--- config.mk ---
export PLATFORM = sky130hd
export DESIGN_NAME = rce_queue
export DESIGN_NICKNAME = d
export VERILOG_FILES = /design/src/sv/rce_pkg.sv /design/src/sv/rce_queue.sv
export SDC_FILE = /design/constraint.sdc
export NUM_CORES = 1
export LEC_CHECK = 0
export BUFFER_PORTS_ARGS = -buffer_cell sky130_fd_sc_hd__buf_2
export CORE_AREA = 3 3 47 49
export CTS_CLUSTER_DIAMETER = 60
export DETAILED_ROUTE_END_ITERATION = 10
export DIE_AREA = 0 0 50 52
export HOLD_SLACK_MARGIN = 0.12
export PLACE_DENSITY_LB_ADDON = 0.08
export SYNTH_ARGS = -nofsm -noshare
export SYNTH_HDL_FRONTEND = slang
export SYNTH_SLANG_ARGS = --single-unit
--- constraint.sdc ---
create_clock -name clk -period 2.8 [get_ports clk]
set_input_delay 0.42 -clock clk [delete_from_list [all_inputs] [get_ports clk]]
set_output_delay 0.42 -clock clk [all_outputs]
set_load 0.02 [all_outputs]
--- src/sv/rce_pkg.sv ---
package rce_pkg;

    localparam int MAX_WIDTH_DEF  = 1024;
    localparam int PIXEL_BITS_DEF = 8;

    localparam int WIDTH_REG_BITS = 11;
    localparam int ROW_BITS       = 16;
    localparam int CFG_INDEX_BITS = 2;
    localparam int CFG_DATA_BITS  = 16;
    localparam int QUEUE_DEPTH    = 4;

    localparam logic [WIDTH_REG_BITS-1:0] WIDTH_RESET  = 11'd1024;
    localparam logic [ROW_BITS-1:0]       HEIGHT_RESET = 16'd1024;

    typedef enum logic [CFG_INDEX_BITS-1:0] {
        REG_IMAGE_WIDTH  = 2'd0,
        REG_IMAGE_HEIGHT = 2'd1
    } cfg_reg_t;

    // result kinds a pixel can trigger, in emission order
    localparam int NUM_KINDS  = 4;
    localparam int RES_DIAG   = 0;  // full window above-left
    localparam int RES_RIGHT  = 1;  // right edge of the row above
    localparam int RES_BOTTOM = 2;  // bottom row, left neighbor
    localparam int RES_CORNER = 3;  // bottom right pixel

endpackage

--- src/sv/rce_queue.sv ---
module rce_queue #(
    parameter type job_t = logic,
    parameter int DEPTH  = rce_pkg::QUEUE_DEPTH
) (
    input  logic clk,
    input  logic rst_n,
    input  logic push_valid,
    output logic push_ready,
    input  job_t push_job,
    output logic pop_valid,
    input  logic pop_ready,
    output job_t pop_job
);
    import rce_pkg::*;

    localparam int PTR_BITS = (DEPTH > 1) ? $clog2(DEPTH) : 1;
    localparam int CNT_BITS = $clog2(DEPTH + 1);

    job_t                slots [DEPTH];
    logic [PTR_BITS-1:0] wr_ptr_reg, rd_ptr_reg;
    logic [CNT_BITS-1:0] count_reg;
    logic                push, pop;

    function automatic logic [PTR_BITS-1:0] ptr_inc(input logic [PTR_BITS-1:0] ptr);
        return (ptr == PTR_BITS'(DEPTH - 1)) ? '0 : ptr + 1'b1;
    endfunction

    assign push_ready = (count_reg != CNT_BITS'(DEPTH));
    assign pop_valid  = (count_reg != '0);
    assign push       = push_valid && push_ready;
    assign pop        = pop_valid && pop_ready;
    assign pop_job    = slots[rd_ptr_reg];

    always_ff @(posedge clk or negedge rst_n)
    begin
        if (!rst_n)
        begin
            wr_ptr_reg <= '0;
            rd_ptr_reg <= '0;
            count_reg  <= '0;
        end
        else
        begin
            if (push)
                wr_ptr_reg <= ptr_inc(wr_ptr_reg);
            if (pop)
                rd_ptr_reg <= ptr_inc(rd_ptr_reg);
            unique case ({push, pop})
                2'b10:   count_reg <= count_reg + 1'b1;
                2'b01:   count_reg <= count_reg - 1'b1;
                default: count_reg <= count_reg;
            endcase
        end
    end

    always_ff @(posedge clk)
    begin
        if (push)
            slots[wr_ptr_reg] <= push_job;
    end

endmodule

* Word-level counts from Yosys, hierarchy flattened
Memory sizes are Yosys's and may differ from the RTL's.
Cells that the tools add are included.
** Cells by class
- Shifts and indexed selects :: 0
- Divide/modulo/power cells :: 0
- Add/subtract/negate cells :: 4
- Reductions and logical operators :: 4
- Equal/unequal tests :: 5
- Bitwise operators :: 0
- Muxes and demuxes :: 5
- $mul :: 0
- $lt $le $gt $ge :: 0
** Operator list (count)
- $eq 2x2->1 const B :: 3
- $pmux 3 s2 :: 1
- $add 2x1->2 const B :: 2
- $mux 2 :: 2
- $add 3x1->3 const B :: 1
- $ne 3x3->1 const B :: 1
- $reduce_bool 3->1 :: 1
- $sub 3x1->3 const B :: 1
- $eq 2x1->1 const B :: 1
- $logic_and 1x1->1 :: 2
- $mux 1 :: 2
- $reduce_bool 2->1 :: 1
** Storage, ports and cells
- Logic and storage cells :: 22
- Memory bits (writable) :: 4
- Bits in read-only memories :: 0
- Input bits :: 5
- Bits in latches :: 0
- Memories :: 1
- Register bits :: 7
** Memory list
- slots :: words 4, width 1, rd ports 1, clocked after memory_dff 0, write ports 1, RTL line rce_queue.sv:19 : job_t slots [DEPTH];

* Longest topological paths before layout
Gate-level depths: netlist of run 1.
- Word-level depth :: 4
- Depth in mapped cells :: 9
- Gate-level depth less buffers :: 9

* Worst setup path after synthesis of run 1
OpenSTA, ideal clock, no wires.
- Path type :: reg-to-reg
- Start point :: reg count_reg[0]
- End point :: reg count_reg[2]
- Setup slack :: 703 ps
- Data required time :: 2721 ps
- Arrival :: 2018 ps
- Setup time :: 79 ps
- Cell stages (with the launch flop) :: 10
- Clock period less this slack :: 2097 ps
- Cell sequence :: dfrtp_1 or3b_4 and2_4 inv_1 ha_1 inv_1 fa_1 xor2_1 nor2_1 xor2_1
** Between the ends
- Cells in the longest elaborated chain, start to end :: 4
** RTL lines
- start, declared :: RTL line rce_queue.sv:21 : logic [CNT_BITS-1:0] count_reg;
- start signal, assigned :: RTL line rce_queue.sv:49 : 2'b10: count_reg <= count_reg + 1'b1;
- start signal, assigned :: RTL line rce_queue.sv:50 : 2'b01: count_reg <= count_reg - 1'b1;
- start signal, assigned :: RTL line rce_queue.sv:51 : default: count_reg <= count_reg;
- $ne 3x3->1 * :: RTL line rce_queue.sv:28 : assign push_ready = (count_reg != CNT_BITS'(DEPTH));
- named net push_ready :: RTL line rce_queue.sv:8 : output logic push_ready,
- $logic_and 1x1->1 * :: RTL line rce_queue.sv:30 : assign push = push_valid && push_ready;
- $eq 2x1->1 or $eq 2x2->1 (tied branches) :: RTL line rce_queue.sv:48 : unique case ({push, pop})
- $pmux 3 s2 or $reduce_bool 2->1 (tied branches)
Mark *: on every way through the listed nets, which the timed path passes. The rest lies on a longest branch.
A chain may end at the register's enable or synchronous reset.

* Worst setup path in the final report of run 1
- Start point :: reg count_reg[0]
- End point :: reg count_reg[2]
** Between the ends
- Cells in the longest elaborated chain, start to end :: 4
** RTL lines (RTL line)
- $ne 3x3->1 or $reduce_bool 3->1 (tied branches) :: rce_queue.sv:28, rce_queue.sv:29
- $logic_and 1x1->1 (on tied branches) :: rce_queue.sv:30, rce_queue.sv:31
- $eq 2x1->1 or $eq 2x2->1 (tied branches) :: rce_queue.sv:48
- $pmux 3 s2 or $reduce_bool 2->1 (tied branches)
Several ways; a longest one is shown, not always the timed one.

==> results of run 1 <==
[metal layers]
metal / global-route usage / routed length (um) / part of all wire
met1: 0.08829 / 367 / 0.40
met2: 0.1522 / 488 / 0.53
met3: 0.06017 / 53 / 0.058
met4: 0.04147 / 8 / 0.0087
met5: 0 / 0 / 0
[synth_stat cells]
master | number | area share
mux2_2 | 2 | 0.037
mux2_4 | 2 | 0.050
edfxtp_1 | 4 | 0.20
or3b_4 | 1 | 0.019
and2_4 | 1 | 0.015
and3_2 | 4 | 0.050
inv_1 | 7 | 0.044
or3_2 | 1 | 0.013
xnor2_1 | 1 | 0.015
fa_1 | 1 | 0.033
dfrtp_1 | 7 | 0.29
xor2_1 | 2 | 0.029
ha_1 | 6 | 0.12
nor2_1 | 3 | 0.019
mux2i_1 | 1 | 0.017
nand2_1 | 1 | 0.0062
mux4_2 | 1 | 0.037
[power breakdown]
part / leakage (uW) / switching, uW / internal [uW]
Sequential: 0.000119 / 58.1 / 236
Clock: 0.0000150 / 48.6 / 55.1
Combinational: 0.000205 / 153 / 181
[layout make-up]
cell class                      instances  area, um2
Clock buffer                            4      26.28
Fill cell                             197       1196
Inverter                                7      26.28
Multi-Input combinational cell         27      279.0
Sequential cell                        11      295.3
Tap cell                               27      33.78
Timing Repair Buffer                    8      45.04
[stage by stage]
stage / utilization / instances
2_1_floorplan: - / 45
3_5_place_dp: 0.3520 / 79
6_report: 0.3711 / 84
5_1_grt: 0.3711 / 84
4_1_cts: 0.3711 / 84
3_3_place_gp: 0.3520 / 79
[cells by family after synthesis]
| group | share of synthesized area |
|---|---|
| buffers and inverters | 0.04376 |
| XOR/XNOR | 0.04376 |
| flip-flops | 0.4917 |
| multiplexers | 0.1417 |
| AND/OR/NAND/NOR | 0.1208 |
| adder cells (fa/ha/maj) | 0.1583 |
[worst paths after layout]
| check | endpoint | startpoint | slack [ns] | cells after the start |
|---|---|---|---|---|
| setup / recovery | count_reg[2] | count_reg[0] | 0.59 | 9 |
| hold / removal | slots[0] | push_job | 0.37 | 1 |
| setup reg to reg | count_reg[2] | count_reg[0] | 0.59 | 9 |
| hold reg to reg | count_reg[2] | count_reg[2] | 0.49 | 1 |
| max in group asynchronous | wr_ptr_reg[1] | rst_n | 2.12 | 2 |
| min in group asynchronous | rd_ptr_reg[0] | rst_n | 0.52 | 2 |
==> flow_summary_export.csv, run 1 <==
group,metric,value,unit
route,postRouteAntennaNets,0,
route,via_count,365,
power,peakVddDrop,0.3528,mV
yosys,avgSynthCellArea,13.35,um2
cts,clock_sinks,11,
sta,max-slew-margin-rel,0.8843,
global_route,grt_pass1_vias,377,
route,drt-wirelength-per-cell,10.93,um
floorplan,fp.dieW,50,um
route,via_per_inst,4.345,
placed_design,portBuffers,7,
sta,finalSetupViolations,0,
power,p_per_area,1038,mW/mm2
critical_path,cp_slowest_cell,"dfrtp_1",
yosys,syn-cell-area,600.6,um2
critical_path,cp_cell_sequence,"or3b_4, and2_4, inv_1, ha_1, inv_1, fa_1, xor2_1, nor2_1, xor2_1",
floorplan,fp.dieArea,0.002600,mm2
final_layout,diodes,0,
yosys,yosysSeqAreaShare,0.4917,
sta,hold_slack,0.3693,ns
cts,post-cts-setup-buffers,0,
critical_path,worstSetupEndpointType,"flip-flop",
yosys,syn_inst,45,
cts,htreeDepth,1,
route,wl,918,um
sta,maxSlewViolCount,0,
placed_design,place_area,669.4,um2
final_layout,fin_nets,70,
route,drtIter0Drc,0,
critical_path,slowest_delay,0.42,ns
floorplan,ios,8,
cts,ctsResizeCount,0,
power,finalPower,732.2,uW
sta,rsz0062_at_grt,"false",
critical_path,crit_arrival,2.39,ns
critical_path,required,2.98,ns
final_layout,synthToLayoutAreaGrowth,17.50,%
floorplan,floorplan.initialDensity,0.3158,
sta,hold_violations,0,
sta,fmax,0.4533,GHz
sta,final.min_clock_period,2.206,ns
power,p_leak,0.0003393,uW
global_route,overflow,0,
yosys,synth-seq-cells,11,
status,status,"finished clean",
cts,cts_buffers,3,
worst_hold_path,hold_class,"in2reg",
yosys,ys_warn_count,0,
placed_design,place_hpwl,764.8,um
cts,clk_pin_slew,0.07,ns
route,firstDrtPassIters,1,
global_route,grt_pass1_wl,1649,um
sta,skew,0.003112,ns
final_layout,largest_reg_flops,4,
final_layout,layout_common_cells,"7 x inv_1, 7 x dfrtp_1, 7 x buf_2",
floorplan,die_h,52,um
sta,setup_tns,0,ns
global_route,grt_max_degree,8,
global_route,antenna_found_initial,0,
global_route,grt_usage,0.09181,
cts,clk_latency,0.26,ns
final_layout,fin_area,705.7,um2
floorplan,rows,16,
critical_path,startpoint_type,"flip-flop",
cts,cts_buffer_depth,2,
critical_path,critical_path.top_delay_family,"simple AND/OR/NAND/NOR gates",
cts,cts_root_buf,"clkbuf_4",
cts,cts_hold_buf,1,
floorplan,design.core.area,0.001902,mm2
placed_design,place.gp.congestion,0.7060,
sta,setup_ws,0.5939,ns
critical_path,timing_worst_setup_path_type,"reg2reg",
critical_path,crit_buf_inv,2,
yosys,synthesis.nets,57,
route,drc,0,
final_layout,drive_gt1_frac,0.3860,
yosys,synth.distinct_cells,17,
sta,tightest_slew,0.1736,ns
sta,period_share,0.7879,
job,drv_cap,0,
cts,cts_tree,"done",
critical_path,worstPathMaxFanout,6,
placed_design,dp_slack,0.6035,ns
(Power assumes the default switching activity.)
==> run 2, diff against run 1 <==
--- a/config.mk
+++ b/config.mk
@@ -5,11 +5,12 @@
 export SDC_FILE = /design/constraint.sdc
 export NUM_CORES = 1
 export LEC_CHECK = 0
+export ABC_AREA = 1
 export BUFFER_PORTS_ARGS = -buffer_cell sky130_fd_sc_hd__buf_2
-export CORE_AREA = 3 3 47 49
+export CORE_AREA = 3 3 48 50
 export CTS_CLUSTER_DIAMETER = 60
 export DETAILED_ROUTE_END_ITERATION = 10
-export DIE_AREA = 0 0 50 52
+export DIE_AREA = 0 0 51 53
 export HOLD_SLACK_MARGIN = 0.12
 export PLACE_DENSITY_LB_ADDON = 0.08
 export SYNTH_ARGS = -nofsm -noshare
==> constraint.sdc (replaced) <==
create_clock -name clk -period 1.85 [get_ports clk]
set_input_delay 0.2775 -clock clk [delete_from_list [all_inputs] [get_ports clk]]
set_output_delay 0.2775 -clock clk [all_outputs]
set_load 0.02 [all_outputs]
==> flow_summary_export.csv, run 2 <==
group,metric,value,unit
yosys,synth.most_common_cell,"nand2_1",
critical_path,reg2reg_depth,8,
cts,cts_tree,"done",
sta,setup_tns,0,ns
final_layout,layout_common_cells,"16 x nand2_1, 12 x inv_1, 7 x dfrtp_1, 7 x buf_2",
cts,htreeDepth,1,
final_layout,fin_nets,98,
critical_path,startpoint_type,"flip-flop",
yosys,ys_warn_count,0,
floorplan,fp.dieArea,0.002703,mm2
critical_path,cp.depth,8,
yosys,yosysSeqAreaShare,0.4627,
sta,rsz0062_at_grt,"false",
route,drtIter0Drc,9,
placed_design,place.gp.congestion,0.7371,
critical_path,required,2.04,ns
final_layout,drive_gt1_frac,0.2471,
floorplan,die_h,53,um
yosys,ys_async_sr_fraction,0.6364,
yosys,avgSynthCellArea,9.116,um2
floorplan,fp.dieW,51,um
route,firstDrtPassIters,4,
power,power.share.clock,0.135,
sta,max-slew-margin-rel,0.8678,
critical_path,worstSetupEndpointType,"flip-flop",
power,p_int,692.5,uW
global_route,antenna_found_initial,0,
yosys,synthesis.nets,82,
power,combPwrFrac,0.500,
critical_path,cp_cell_sequence,"inv_2, nand3_2, nand2_2, inv_1, ha_1, inv_1, fa_2, o21ai_0",
placed_design,place_hpwl,792.2,um
yosys,synth_ff_type,"dfrtp_1",
critical_path,worstPathMaxFanout,4,
critical_path,critical_path.top_delay_family,"adder cells",
critical_path,cp_slowest_cell,"dfrtp_1",
floorplan,rows,16,
cts,clock_sinks,11,
cts,clk_pin_slew,0.07,ns
yosys,syn-cell-area,638.1,um2
critical_path,crit_buf_inv,3,
power,finalPower,1207,uW
cts,cts_buffers,3,
power,power.share.switching,0.4261,
status,status,"finished clean",
critical_path,crit_top_cell,"inv_1",
route,postRouteAntennaNets,0,
global_route,grt_usage,0.08614,
worst_hold_path,hold_class,"in2reg",
route,drt-wirelength-per-cell,8.884,um
yosys,synth_largest_area_cell,"dfrtp_1",
yosys,synth.distinct_cells,19,
power,peakVddDrop,0.6945,mV
yosys,synth_enable_flop_cells,4,
yosys,synth_area_leaders,"dfrtp_1 27%, edfxtp_1 19%, ha_1 12%",
yosys,syn_inst,70,
yosys,synth-seq-cells,11,
final_layout,largest_reg_flops,4,
route,via_per_inst,4.071,
critical_path,crit_arrival,1.91,ns
sta,final.min_clock_period,1.717,ns
sta,hold_violations,0,
cts,cts_buffer_depth,2,
placed_design,dp_slack,0.1049,ns
cts,cts_root_buf,"clkbuf_4",
floorplan,design.core.area,0.001942,mm2
sta,tightest_slew,0.1982,ns
sta,skew,0.003579,ns
sta,setup_ws,0.1327,ns
power,p_sw,514.1,uW
yosys,synth_common_cells,"16 x nand2_1, 12 x inv_1, 7 x dfrtp_1, 6 x ha_1, 6 x nor2_1",
global_route,overflow,0,
critical_path,slowest_delay,0.43,ns
worst_hold_path,hold-path-cell-count,1,
global_route,grt_pass1_wl,1669,um
power,pwr-share-seq,0.364,
route,via_count,456,
job,drv_cap,0,
floorplan,ios,8,
yosys,synth_top_cell_area_share,0.2745,
sta,period_share,0.9282,
sta,finalSetupViolations,0,
critical_path,timing_worst_setup_path_type,"reg2reg",
placed_design,portBuffers,7,
final_layout,diodes,0,
sta,fmax,0.5823,GHz
power,p_leak,0.0003890,uW
route,drc,0,
global_route,grt_max_degree,8,
floorplan,floorplan.initialDensity,0.3286,
sta,maxSlewViolCount,0,
final_layout,final_common_cell,"nand2_1",
power,p_per_area,1571,mW/mm2
route,wl,995,um
final_layout,layoutNonFillerInstCount,112,
final_layout,synthToLayoutAreaGrowth,20.39,%
cts,clk_latency,0.27,ns
global_route,grt_pass1_vias,415,
placed_design,place_inst,104,
[run 2: changes by cell type after synthesis, moves of 2 or more]
| cell | delta |
|---|---|
| and3_2 | -4 |
| nand3_1 | +5 |
| mux2_2 | -2 |
| nand2_1 | +15 |
| xor2_1 | -2 |
| nor2_1 | +3 |
| inv_2 | +3 |
| mux2_4 | -2 |
| inv_1 | +5 |
[run 2: layer usage]
| metal | global-route usage | routed length (um) | vias up |
|---|---|---|---|
| met4 | 0.02691 | 13 | 0 |
| li1 | - | - | 248 |
| met1 | 0.09930 | 480 | 197 |
| met5 | 0 | 0 | - |
| met3 | 0.04225 | 53 | 2 |
| met2 | 0.1395 | 447 | 9 |
[run 2: final cells by class]
class / count / area (um2)
multi-input cells: 44 / 289.0
flip-flops and latches: 11 / 295.3
clock buffers: 4 / 26.28
inverters: 15 / 56.30
fillers: 232 / 1174
well taps: 27 / 33.78
repair buffers: 11 / 67.56
[run 2: power groups by stage]
| stage | sequential [uW] | combinational, uW | clock [uW] |
|---|---|---|---|
| floorplan | 430 | 441 | 0 |
| detailed placement | 446 | 558 | 0 |
| CTS | 442 | 563 | 176 |
| global placement | 445 | 548 | 0 |
| global route | 455 | 707 | 185 |
| finish | 440 | 604 | 163 |
[run 2: cells by family (layout without fill, tap and decap cells)]
family | count (synthesis) | in the layout | synth area share
AND/OR/NAND/NOR | 33 | 33 | 0.2588
buffers and inverters | 15 | 30 | 0.08823
flip-flops | 11 | 11 | 0.4628
adder cells (fa/ha/maj) | 7 | 7 | 0.1490
AO/OA/AOI/OAI | 3 | 3 | 0.02744
XOR/XNOR | 1 | 1 | 0.01373
[run 2: what timing repair did]
| item | CTS | global route |
|---|---|---|
| hold endpoints to repair | 7 | 0 |
| hold buffers | 1 | 0 |
| gates resized for setup | 0 | 1 |
| endpoints found under the setup margin | 0 | 1 |
| setup buffers | 0 | 3 |
[run 2: worst paths after layout]
kind	from	endpoint	slack (ns)
setup / recovery	count_reg[2]	count_reg[1]	0.13
hold / removal	push_job	slots[0]	0.22
setup reg to reg	count_reg[2]	count_reg[1]	0.13
hold reg to reg	count_reg[1]	count_reg[1]	0.52
max in group asynchronous	rst_n	rd_ptr_reg[1]	1.32
min in group asynchronous	rst_n	wr_ptr_reg[0]	0.37
[run 2: through the flow]
step                      cell area, um2  hold slack [ns]    util
after CTS                          743.2           0.2150  0.3827
after floorplan                    638.1         -0.01809       -
after global placement             706.9           0.1215  0.3640
after global routing               768.2           0.2166  0.3956
after detailed placement           706.9           0.1253  0.3640
final                              768.2           0.2228  0.3956
